**src/rtl/trpd_pkg.sv**
```systemverilog
// ============================================================================
// TGA run-length pixel decoder package
// Shared types, codes and reset values for the decoder modules.
// ============================================================================
package trpd_pkg;

   localparam int PALETTE_ENTRIES_DEFAULT = 256;
   localparam int PALETTE_WIDTH = 24;

   // Request opcodes
   localparam logic [1:0] OP_START   = 2'd0;
   localparam logic [1:0] OP_PALETTE = 2'd1;
   localparam logic [1:0] OP_PIXEL   = 2'd2;

   // Configuration register indexes
   localparam logic [1:0] CSR_DEPTH_CODE    = 2'd0;
   localparam logic [1:0] CSR_ALPHA_PRESENT = 2'd1;
   localparam logic [1:0] CSR_RLE_ENABLED   = 2'd2;
   localparam logic [1:0] CSR_IMAGE_PIXELS  = 2'd3;

   // Pixel depth codes
   localparam logic [1:0] DEPTH_PAL8 = 2'd0;
   localparam logic [1:0] DEPTH_16   = 2'd1;
   localparam logic [1:0] DEPTH_24   = 2'd2;
   localparam logic [1:0] DEPTH_32   = 2'd3;

   // Palette byte channels
   localparam logic [1:0] CHAN_BLUE  = 2'd0;
   localparam logic [1:0] CHAN_GREEN = 2'd1;
   localparam logic [1:0] CHAN_RED   = 2'd2;

   // Reset values of the configuration registers
   localparam logic [1:0]  DEPTH_RESET  = DEPTH_24;
   localparam logic [31:0] PIXELS_RESET = 32'd1;

   localparam logic [7:0] RUN_FLAG_MASK  = 8'h80;
   localparam logic [7:0] COUNT_MASK     = 8'h7F;
   localparam logic [7:0] CHANNEL_FULL   = 8'd255;

   // A completed pixel heading for the palette stage
   typedef struct packed {
      logic       valid;
      logic [7:0] b0;
      logic [7:0] b1;
      logic [7:0] b2;
      logic [7:0] b3;
      logic [1:0] depth;
      logic       alpha_present;
      logic [7:0] repeat_count;
      logic       image_done;
      logic       run_clipped;
   } trpd_pixel_type;

   // A palette byte write heading for the palette stage
   typedef struct packed {
      logic       valid;
      logic [7:0] index;
      logic [1:0] channel;
      logic [7:0] data;
   } trpd_palwr_type;

endpackage

```
**src/rtl/trpd_stream.sv**
```systemverilog
// ============================================================================
// Stream parser
// Holds the configuration registers and the packet, byte-gather and pixel
// count state; turns accepted requests into pixel and palette-write items.
// ============================================================================
module trpd_stream (
   input  logic                       clock,
   input  logic                       reset,
   input  logic                       csr_write_enable,
   input  logic [1:0]                 csr_index,
   input  logic [31:0]                csr_write_data,
   input  logic                       req_accept,
   input  logic [1:0]                 req_opcode,
   input  logic [7:0]                 req_data_byte,
   input  logic [7:0]                 req_palette_index,
   input  logic [1:0]                 req_palette_channel,
   output trpd_pkg::trpd_pixel_type   pix,
   output trpd_pkg::trpd_palwr_type   palwr
);
   import trpd_pkg::*;

   logic [1:0]  depth_ff, depth_in;
   logic        alpha_ff, alpha_in;
   logic        rle_ff, rle_in;
   logic [31:0] pixels_ff, pixels_in;

   logic [23:0] gather_ff, gather_in;
   logic [1:0]  pos_ff, pos_in;
   logic [7:0]  remain_ff, remain_in;
   logic        is_run_ff, is_run_in;
   logic [31:0] done_ff, done_in;

   logic        pixel_byte;
   logic        header_byte;
   logic        pos_last;
   logic [31:0] left;
   logic [7:0]  repeat_count;
   logic        clipped;
   logic [7:0]  b0, b1, b2, b3;
   logic [7:0]  remain_dec;

   always_comb begin
      depth_in  = depth_ff;
      alpha_in  = alpha_ff;
      rle_in    = rle_ff;
      pixels_in = pixels_ff;
      if (csr_write_enable) begin
         unique case (csr_index)
            CSR_DEPTH_CODE:    depth_in  = csr_write_data[1:0];
            CSR_ALPHA_PRESENT: alpha_in  = csr_write_data[0];
            CSR_RLE_ENABLED:   rle_in    = csr_write_data[0];
            CSR_IMAGE_PIXELS:  pixels_in = csr_write_data;
            default:           depth_in  = depth_ff;
         endcase
      end
   end

   // Pixel bytes count only while the image is still incomplete.
   assign pixel_byte  = req_accept && (req_opcode == OP_PIXEL) && (done_ff < pixels_ff);
   assign header_byte = rle_ff && (remain_ff == 8'd0);
   assign pos_last    = (pos_ff >= depth_ff);
   assign left        = pixels_ff - done_ff;
   assign remain_dec  = remain_ff - 8'd1;

   always_comb begin
      b0 = gather_ff[7:0];
      b1 = gather_ff[15:8];
      b2 = gather_ff[23:16];
      b3 = 8'd0;
      unique case (depth_ff)
         DEPTH_PAL8: b0 = req_data_byte;
         DEPTH_16:   b1 = req_data_byte;
         DEPTH_24:   b2 = req_data_byte;
         DEPTH_32:   b3 = req_data_byte;
         default:    b3 = 8'd0;
      endcase
   end

   always_comb begin
      repeat_count = 8'd1;
      clipped      = 1'b0;
      if (rle_ff) begin
         if (is_run_ff) begin
            if ({24'd0, remain_ff} > left) begin
               repeat_count = left[7:0];
               clipped      = 1'b1;
            end else begin
               repeat_count = remain_ff;
            end
         end else begin
            clipped = (left == 32'd1) && (remain_dec != 8'd0);
         end
      end
   end

   always_comb begin
      gather_in = gather_ff;
      pos_in    = pos_ff;
      remain_in = remain_ff;
      is_run_in = is_run_ff;
      done_in   = done_ff;
      if (req_accept && (req_opcode == OP_START)) begin
         gather_in = 24'd0;
         pos_in    = 2'd0;
         remain_in = 8'd0;
         is_run_in = 1'b0;
         done_in   = 32'd0;
      end else if (pixel_byte) begin
         if (header_byte) begin
            is_run_in = req_data_byte[7];
            remain_in = (req_data_byte & COUNT_MASK) + 8'd1;
         end else if (!pos_last) begin
            unique case (pos_ff)
               2'd0:    gather_in[7:0]   = gather_ff[7:0]   | req_data_byte;
               2'd1:    gather_in[15:8]  = gather_ff[15:8]  | req_data_byte;
               default: gather_in[23:16] = gather_ff[23:16] | req_data_byte;
            endcase
            pos_in = pos_ff + 2'd1;
         end else begin
            gather_in = 24'd0;
            pos_in    = 2'd0;
            done_in   = done_ff + {24'd0, repeat_count};
            if (rle_ff) begin
               remain_in = is_run_ff ? 8'd0 : remain_dec;
            end
         end
      end
   end

   always_comb begin
      pix.valid         = pixel_byte && !header_byte && pos_last;
      pix.b0            = b0;
      pix.b1            = b1;
      pix.b2            = b2;
      pix.b3            = b3;
      pix.depth         = depth_ff;
      pix.alpha_present = alpha_ff;
      pix.repeat_count  = repeat_count;
      // The repeat never exceeds what is left, so equality marks the end.
      pix.image_done    = ({24'd0, repeat_count} == left);
      pix.run_clipped   = clipped;

      palwr.valid   = req_accept && (req_opcode == OP_PALETTE);
      palwr.index   = req_palette_index;
      palwr.channel = req_palette_channel;
      palwr.data    = req_data_byte;
   end

   always_ff @(posedge clock) begin
      if (reset) begin
         depth_ff  <= DEPTH_RESET;
         alpha_ff  <= 1'b0;
         rle_ff    <= 1'b0;
         pixels_ff <= PIXELS_RESET;
         gather_ff <= 24'd0;
         pos_ff    <= 2'd0;
         remain_ff <= 8'd0;
         is_run_ff <= 1'b0;
         done_ff   <= 32'd0;
      end else begin
         depth_ff  <= depth_in;
         alpha_ff  <= alpha_in;
         rle_ff    <= rle_in;
         pixels_ff <= pixels_in;
         gather_ff <= gather_in;
         pos_ff    <= pos_in;
         remain_ff <= remain_in;
         is_run_ff <= is_run_in;
         done_ff   <= done_in;
      end
   end

endmodule

```
**config.mk**
```make
export PLATFORM = sky130hd
export DESIGN_NAME = trpd_stream
export DESIGN_NICKNAME = d
export VERILOG_FILES = /design/src/rtl/trpd_pkg.sv /design/src/rtl/trpd_stream.sv
export SDC_FILE = /design/constraint.sdc
export NUM_CORES = 1
export LEC_CHECK = 0
export ABC_AREA = 0
export BUFFER_PORTS_ARGS = -buffer_cell sky130_fd_sc_hd__buf_2
export CORE_MARGIN = 1.5
export CORE_UTILIZATION = 38
export CTS_CLUSTER_DIAMETER = 40
export DETAILED_ROUTE_END_ITERATION = 8
export MAX_ROUTING_LAYER = met4
export PLACE_DENSITY = 0.68
export RECOVER_POWER = 25
export SYNTH_ARGS = -nofsm -noshare
export SYNTH_HDL_FRONTEND = slang
export SYNTH_SLANG_ARGS = --single-unit
export TNS_END_PERCENT = 30
```
**constraint.sdc**
```tcl
create_clock -name clock -period 6.6 [get_ports clock]
set_clock_uncertainty 0.05 [all_clocks]
set_input_delay 0.33 -clock clock [delete_from_list [all_inputs] [get_ports clock]]
set_output_delay 0.33 -clock clock [all_outputs]
set_load 0.005 [all_outputs]
```
==> impl_metrics.ini, run 1 <==
[critical_path]
end_kind = flip-flop
max_stage_delay_ps = 540
crit_family = simple AND/OR/NAND/NOR gates
critPathBufInv = 3
arrival_ps = 6040
critPathSlowestCell = or4b_1
path_max_fanout = 13
critPathRequiredTime_ps = 6820
crit_chain = ha_1, inv_1, fa_1, nand3_1, a21oi_4, a21oi_2, nor4bb_1, o221ai_1, or4b_1, nor4_2, nand4_1, buf_4, mux2i_1, ha_1, inv_1, fa_1, nor2b_1, o21ai_0, a21boi_0, o21ai_0, nand2b_1, a31o_2, nand2_1, mux2_2
criticalPathCategory = reg -> reg
start_kind = flip-flop

[layout]
multiInputGateArea_um2 = 5200
layout-drive-gt1-share_pct = 15.9
fin_area_um2 = 8690
instances_no_fill = 1363
fillCellCount = 2102
seq_area_um2 = 2060
num_antenna_cells = 0
nNetsFinal = 1204
area_growth_pct = 11.0

[yosys]
synthTopCellsByArea = dfxtp_1 26%, ha_1 8.9%, a21oi_1 6.8%
ys.flop_type = dfxtp_1
ys_types = 76
netlist_area_um2 = 7830
synth_seq_cells = 103
synth_nets = 1155
synthCells = 1039
ys_seq_area_share_pct = 26.3
async_flop_share_pct = 0
synth_top_cell_area_share_pct = 26.3
ys.warnings.count = 0
synth_edf_count = 0
yosysTopAreaCell = dfxtp_1
syn-mean-instance-area_um2 = 7.54

[timing]
fin_tns_setup_ps = 0
max_freq_mhz = 172
min_period_ps = 5820
tightest_slew_ps = 1810
maxSlewHeadroom_pct = -20.5
slew_viol_final = 38
final-hold-violation-count = 0
fin_crit_sh_pct = 88.2
worst_hold_slack_ps = 145
rsz0062_at_grt = false
setup_viol = 0

[placed_design]
place_area_um2 = 8370
gp_congestion = 0.916
dpl.cell_count = 1344
hpwl_um = 15600
io_buffers = 102

[clock_tree]
root_buffer = clkbuf_16
clock_path_buffers = 2
numClockSinks = 103
clk_pin_slew_worst_paths_ps = 90
cts_resized = 0
h-tree-depth = 3
cts_tree = done
cts_buffers = 9
insertion_delay_ps = 370

[detailed_routing]
finalWirelength_um = 20900
num_vias = 7394
drtIter0Drc = 435
drtAntennaViolNets = 0
drt-wirelength-per-cell_um = 15.3
drt_first_pass_iters = 5
drcViolationCount = 0
via_per_inst = 5.42

[die]
start_util_pct = 38.7
fp.dieW_um = 147
die_area_um2 = 21500
io_pins = 123
rows = 52
core_um2 = 20200
die_h_um = 147

[status]
violations = capacitance limit, slew limit
status = finished with violations

[pwr]
powerDensity_nw_per_um2 = 180
switchingPower_mw = 0.511
peakVddDrop_uv = 129
comb_power_share_pct = 23.8
switching_share_pct = 32.6
p_int_mw = 1.06
finalPower_mw = 1.57
clkPwrFrac_pct = 35.4
p_leak_nw = 3.76
seqPwrFrac_pct = 40.8

[global_routing]
grt_pass1_vias = 6976
grt_overflow = 0
antenna_found_initial = 0
grt_start_max_net_pins = 45
grt.busiest_layer = met2
use_met3_pct = 3.25
use_met2_pct = 33.0
use_met1_pct = 26.2
grt_pass1_wl_um = 34600
track_usage_pct = 20.3

[hold_path]
hold_path_class = in -> reg

[job]
cap_violations = 1
==> state kept, by name (all words and copies together), names as in the netlist <==
signal and cells:
pixels_ff 32, rle_ff 1, done_ff 32, depth_ff 2
pos_ff 2, remain_ff 8, is_run_ff 1, gather_ff 24
alpha_ff 1
==> stage by stage <==
stage	worst slack (ps)	util [%]
after floorplan	1310	-
after global placement	649	41.3
after detailed placement	434	41.3
after CTS	399	42.9
after global routing	442	43.0
final	780	43.0
==> layout by cell type (no fill, tap or decap), types with 3 or more instances in the layout <==
| master | count |
|---|---|
| nor3b_1 | 4 |
| buf_2 | 98 |
| a21oi_1 | 106 |
| xnor2_1 | 40 |
| nand4_1 | 20 |
| a21o_1 | 18 |
| or2_2 | 7 |
| clkbuf_1 | 4 |
| nand3_1 | 35 |
| mux2i_1 | 23 |
| xor2_1 | 10 |
| nor2_1 | 118 |
| a21oi_2 | 3 |
| ha_1 | 56 |
| or2_1 | 3 |
| or3_1 | 4 |
| nand2b_1 | 9 |
| o211ai_1 | 10 |
| a31oi_1 | 7 |
| and3_1 | 20 |
| a211o_1 | 5 |
| nand3b_1 | 3 |
| nand2_1 | 120 |
| buf_4 | 8 |
| mux2_2 | 26 |
| o21ai_1 | 8 |
| o21ai_0 | 33 |
| inv_1 | 57 |
| o21a_1 | 11 |
| dfxtp_1 | 103 |
| and2_1 | 4 |
| clkbuf_16 | 9 |
| a221oi_1 | 5 |
| a211oi_1 | 10 |
| and4_1 | 7 |
| nor2b_1 | 5 |
| nor3_1 | 19 |
| nor4_1 | 6 |
| o22ai_1 | 5 |
==> area by class of cell <==
| type | instances | share of cell area (%) |
|---|---|---|
| repair buffers | 110 | 6.51 |
| clock buffers | 9 | 2.59 |
| clock inverters | 7 | 0.936 |
| inverters | 57 | 2.46 |
| well taps | 270 | 3.89 |
| flip-flops and latches | 103 | 23.7 |
| multi-input cells | 807 | 59.9 |
==> synthesized netlist by cell type (3+ instances only) <==
cell type,count
a221oi_1,5
o22ai_1,5
or3_1,4
o21a_1,11
buf_4,20
mux2i_1,23
a21oi_2,3
o21ai_0,33
and4_1,7
a211o_1,5
buf_1,4
nor3_1,20
ha_1,56
and3_1,20
buf_2,5
nand3_1,35
nand2_1,120
inv_1,57
nand4_1,20
clkbuf_1,42
or2_2,7
nor2_1,118
mux2_2,26
a211oi_1,11
nand3b_1,3
o211ai_1,10
nor4_1,6
a31oi_1,7
nor2b_1,5
and2_1,4
xnor2_1,40
xor2_1,10
a21o_1,18
o21ai_1,8
dfxtp_1,103
nor3b_1,4
a21oi_1,106
or2_1,3
nand2b_1,9
==> per-layer routing <==
layer  vias to the layer above  routed length (µm)
li1                       3744                   -
met1                      3427                9930
met2                       199                9620
met3                        24                1000
met4                         0                 321
met5                         -                   0
==> cells by family after synthesis <==
logic type	count (synthesis)	synth area share (%)
AND/OR/NAND/NOR	398	24.2
AO/OA/AOI/OAI	251	20.2
buffers and inverters	129	7.32
flip-flops	103	26.3
adder cells (fa/ha/maj)	58	9.46
XOR/XNOR	50	5.59
multiplexers	50	6.87
==> worst register-to-register path, stage by stage, from the launching register on <==
cell	delay, ps
dfxtp_1	400
ha_1	170
inv_1	50
fa_1	420
nand3_1	180
a21oi_4	100
a21oi_2	240
nor4bb_1	320
o221ai_1	160
or4b_1	540
nor4_2	370
nand4_1	130
buf_4	190
mux2i_1	200
ha_1	200
inv_1	60
fa_1	400
nor2b_1	130
o21ai_0	100
a21boi_0	240
o21ai_0	110
nand2b_1	110
a31o_2	430
nand2_1	110
mux2_2	310
==> power groups by stage <==
stage / registers, mW / logic, mW / clock network (mW)
floorplan: 0.651 / 0.283 / 0
global placement: 0.655 / 0.369 / 0
detailed placement: 0.655 / 0.367 / 0
CTS: 0.640 / 0.370 / 0.565
global route: 0.642 / 0.414 / 0.590
finish: 0.640 / 0.373 / 0.555
==> worst paths after layout <==
path,start,end,slack [ps],cells after the start
worst max-delay path,done_ff[0]$_SDFFE_PP0P_,done_ff[8]$_SDFFE_PP0P_,780,24
worst min-delay path,csr_write_data[2],pixels_ff[2]$_SDFFE_PP0P_,150,3
worst max register to register,done_ff[0]$_SDFFE_PP0P_,done_ff[8]$_SDFFE_PP0P_,780,24
worst min register to register,pixels_ff[29]$_SDFFE_PP0P_,pixels_ff[29]$_SDFFE_PP0P_,420,2
==> repair_timing <==
item	in CTS	in global routing
setup buffers	0	3
hold buffers	0	0
endpoints found under the setup margin	0	10
hold endpoints to repair	0	0
Note: power is estimated with default switching activity, not from simulation.
==> run 2, diff against run 1 <==
--- a/config.mk
+++ b/config.mk
@@ -7,12 +7,12 @@
 export LEC_CHECK = 0
 export ABC_AREA = 0
 export BUFFER_PORTS_ARGS = -buffer_cell sky130_fd_sc_hd__buf_2
-export CORE_MARGIN = 1.5
-export CORE_UTILIZATION = 38
+export CORE_MARGIN = 4
+export CORE_UTILIZATION = 40
 export CTS_CLUSTER_DIAMETER = 40
 export DETAILED_ROUTE_END_ITERATION = 8
 export MAX_ROUTING_LAYER = met4
-export PLACE_DENSITY = 0.68
+export PLACE_DENSITY = 0.71
 export RECOVER_POWER = 25
 export SYNTH_ARGS = -nofsm -noshare
 export SYNTH_HDL_FRONTEND = slang
==> run 2 against run 1 <==
The flow still finishes with violations (capacitance limit, slew limit). Sequential share of layout area hardly changed. Global-route usage shrank 0.99 points. Utilization increased by 2.8 points. Non-clock buffer count is 3 lower. Largest cell class unchanged. Largest power group unchanged.
==> impl_metrics.ini, run 2 (same netlist as run 1, synthesis figures left out) <==
[timing]
min_period_ps = 5830
max_freq_mhz = 172
tightest_slew_ps = 1840
fin_crit_sh_pct = 88.3
worst_hold_slack_ps = 144
slew_viol_final = 38
rsz0062_at_grt = false
maxSlewHeadroom_pct = -22.6
fin_tns_setup_ps = 0
final-hold-violation-count = 0
setup_viol = 0

[critical_path]
path_max_fanout = 13
criticalPathCategory = reg -> reg
r2r_setup_slack_ps = 770
reg2reg_to = done_ff[28]$_SDFFE_PP0P_
arrival_ps = 6010
start_kind = flip-flop
end_kind = flip-flop
critPathRequiredTime_ps = 6780
r2r.worst_path.cells = 25
reg2reg_from = done_ff[0]$_SDFFE_PP0P_

[clock_tree]
cts_resized = 0
ctsHoldBuffers = 0
clk_pin_slew_worst_paths_ps = 80
numClockSinks = 103
cts_tree = done
cts_buffers = 9
root_buffer = clkbuf_16
h-tree-depth = 3
post_cts_buffers = 0
clock_path_buffers = 2
insertion_delay_ps = 380

[placed_design]
gp_congestion = 0.949
place_area_um2 = 8350
hpwl_um = 15600
io_buffers = 102

[layout]
reg.largest.list = done_ff (32), pixels_ff (32), gather_ff (24)
fin_area_um2 = 8670
layout-drive-gt1-share_pct = 15.9
area_growth_pct = 10.8
final_cell_mix = 120 x nand2_1, 118 x nor2_1, 106 x a21oi_1
num_antenna_cells = 0
fillCellCount = 1918
final_common_cell = nand2_1
nNetsFinal = 1201

[global_routing]
antenna_found_initial = 0
grt_start_max_net_pins = 45
grt_pass1_wl_um = 34300
track_usage_pct = 19.3
grt_overflow = 0
grt_pass1_vias = 7105

[die]
rows = 50
start_util_pct = 41.3
core_um2 = 19000
io_pins = 123
fp.dieW_um = 148
die_h_um = 148
die_area_um2 = 21900

[detailed_routing]
drt-wirelength-per-cell_um = 15.4
num_vias = 7452
via_per_inst = 5.52
drcViolationCount = 0
drt_first_pass_iters = 8
drtIter0Drc = 586
drtAntennaViolNets = 0
finalWirelength_um = 20800

[pwr]
powerDensity_nw_per_um2 = 181
peakVddDrop_uv = 140
p_leak_nw = 3.75

[hold_path]
worstHoldEndpoint = pixels_ff[26]$_SDFFE_PP0P_
hold_start = csr_write_data[26]
worstHoldPathCells = 3
hold_path_class = in -> reg

[job]
cap_violations = 1

[status]
violations = capacitance limit, slew limit
status = finished with violations
-- run 2: cell count changes in the layout (fill, tap and decap cells not counted) --
| cell | change |
|---|---|
| clkinv_8 | +2 |
| clkinv_4 | -1 |
| inv_6 | -1 |
| clkbuf_1 | -2 |
| buf_2 | +2 |
| buf_4 | -3 |
-- run 2: power by group --
| part | total [mW] | internal [mW] | switching [mW] |
|---|---|---|---|
| clock | 0.559 | 0.276 | 0.283 |
| combinational | 0.373 | 0.154 | 0.219 |
| sequential | 0.640 | 0.632 | 0.00883 |
| total | 1.57 | 1.06 | 0.511 |
-- run 2: stage by stage --
| step | total power [mW] | util [%] | worst slack (ps) | instances |
|---|---|---|---|---|
| floorplan | 0.935 | - | 1310 | 1039 |
| global placement | 1.02 | 44.1 | 1050 | 1334 |
| detailed placement | 1.02 | 44.1 | 877 | 1334 |
| CTS | 1.58 | 45.8 | 850 | 1350 |
| global route | 1.65 | 45.8 | 285 | 1350 |
| finish | 1.57 | 45.8 | 771 | 1350 |
-- run 2: worst max-delay path by stage --
| stage | from | endpoint | depth (start not counted) |
|---|---|---|---|
| floorplan | done_ff[0]$_SDFFE_PP0P_ | done_ff[18]$_SDFFE_PP0P_ | 26 |
| global placement | done_ff[0]$_SDFFE_PP0P_ | done_ff[8]$_SDFFE_PP0P_ | 24 |
| detailed placement | done_ff[0]$_SDFFE_PP0P_ | done_ff[24]$_SDFFE_PP0P_ | 25 |
| CTS | done_ff[0]$_SDFFE_PP0P_ | done_ff[28]$_SDFFE_PP0P_ | 25 |
| global route | done_ff[0]$_SDFFE_PP0P_ | done_ff[28]$_SDFFE_PP0P_ | 25 |
| finish | done_ff[0]$_SDFFE_PP0P_ | done_ff[28]$_SDFFE_PP0P_ | 25 |
-- run 2: per-layer routing --
metal  part of all wire, %  GRT usage, %  vias to the layer above
met5                     0             -                        -
met4                   1.8          6.24                        0
met3                   6.6          3.71                       29
met2                    44          29.9                      293
met1                    47          25.5                     3396
li1                      -             -                     3734
-- run 2: worst max-delay path: stages (launching register included) --
cell	delay (ps)
dfxtp_1	400
ha_1	170
inv_1	50
fa_1	420
nand3_1	180
a21oi_4	100
a21oi_2	240
nor4bb_1	320
o221ai_1	170
or4b_1	540
nor4_2	360
nand4_1	130
buf_4	210
mux2i_1	190
ha_1	210
inv_1	60
fa_1	400
nor2b_1	110
o21ai_0	90
a21boi_0	230
o21ai_0	100
nand2b_1	120
a31o_2	430
nand3_1	150
xnor2_1	190
nor2_1	50
-- run 2: cell type report --
class | instances | area [µm²] | area share (%)
Inverter | 57 | 214 | 2.47
Clock inverter | 7 | 96.3 | 1.11
Clock buffer | 9 | 225 | 2.60
Timing Repair Buffer | 107 | 546 | 6.29
Sequential cell | 103 | 2060 | 23.8
Multi-Input combinational cell | 807 | 5200 | 60.0
Tap cell | 260 | 325 | 3.75
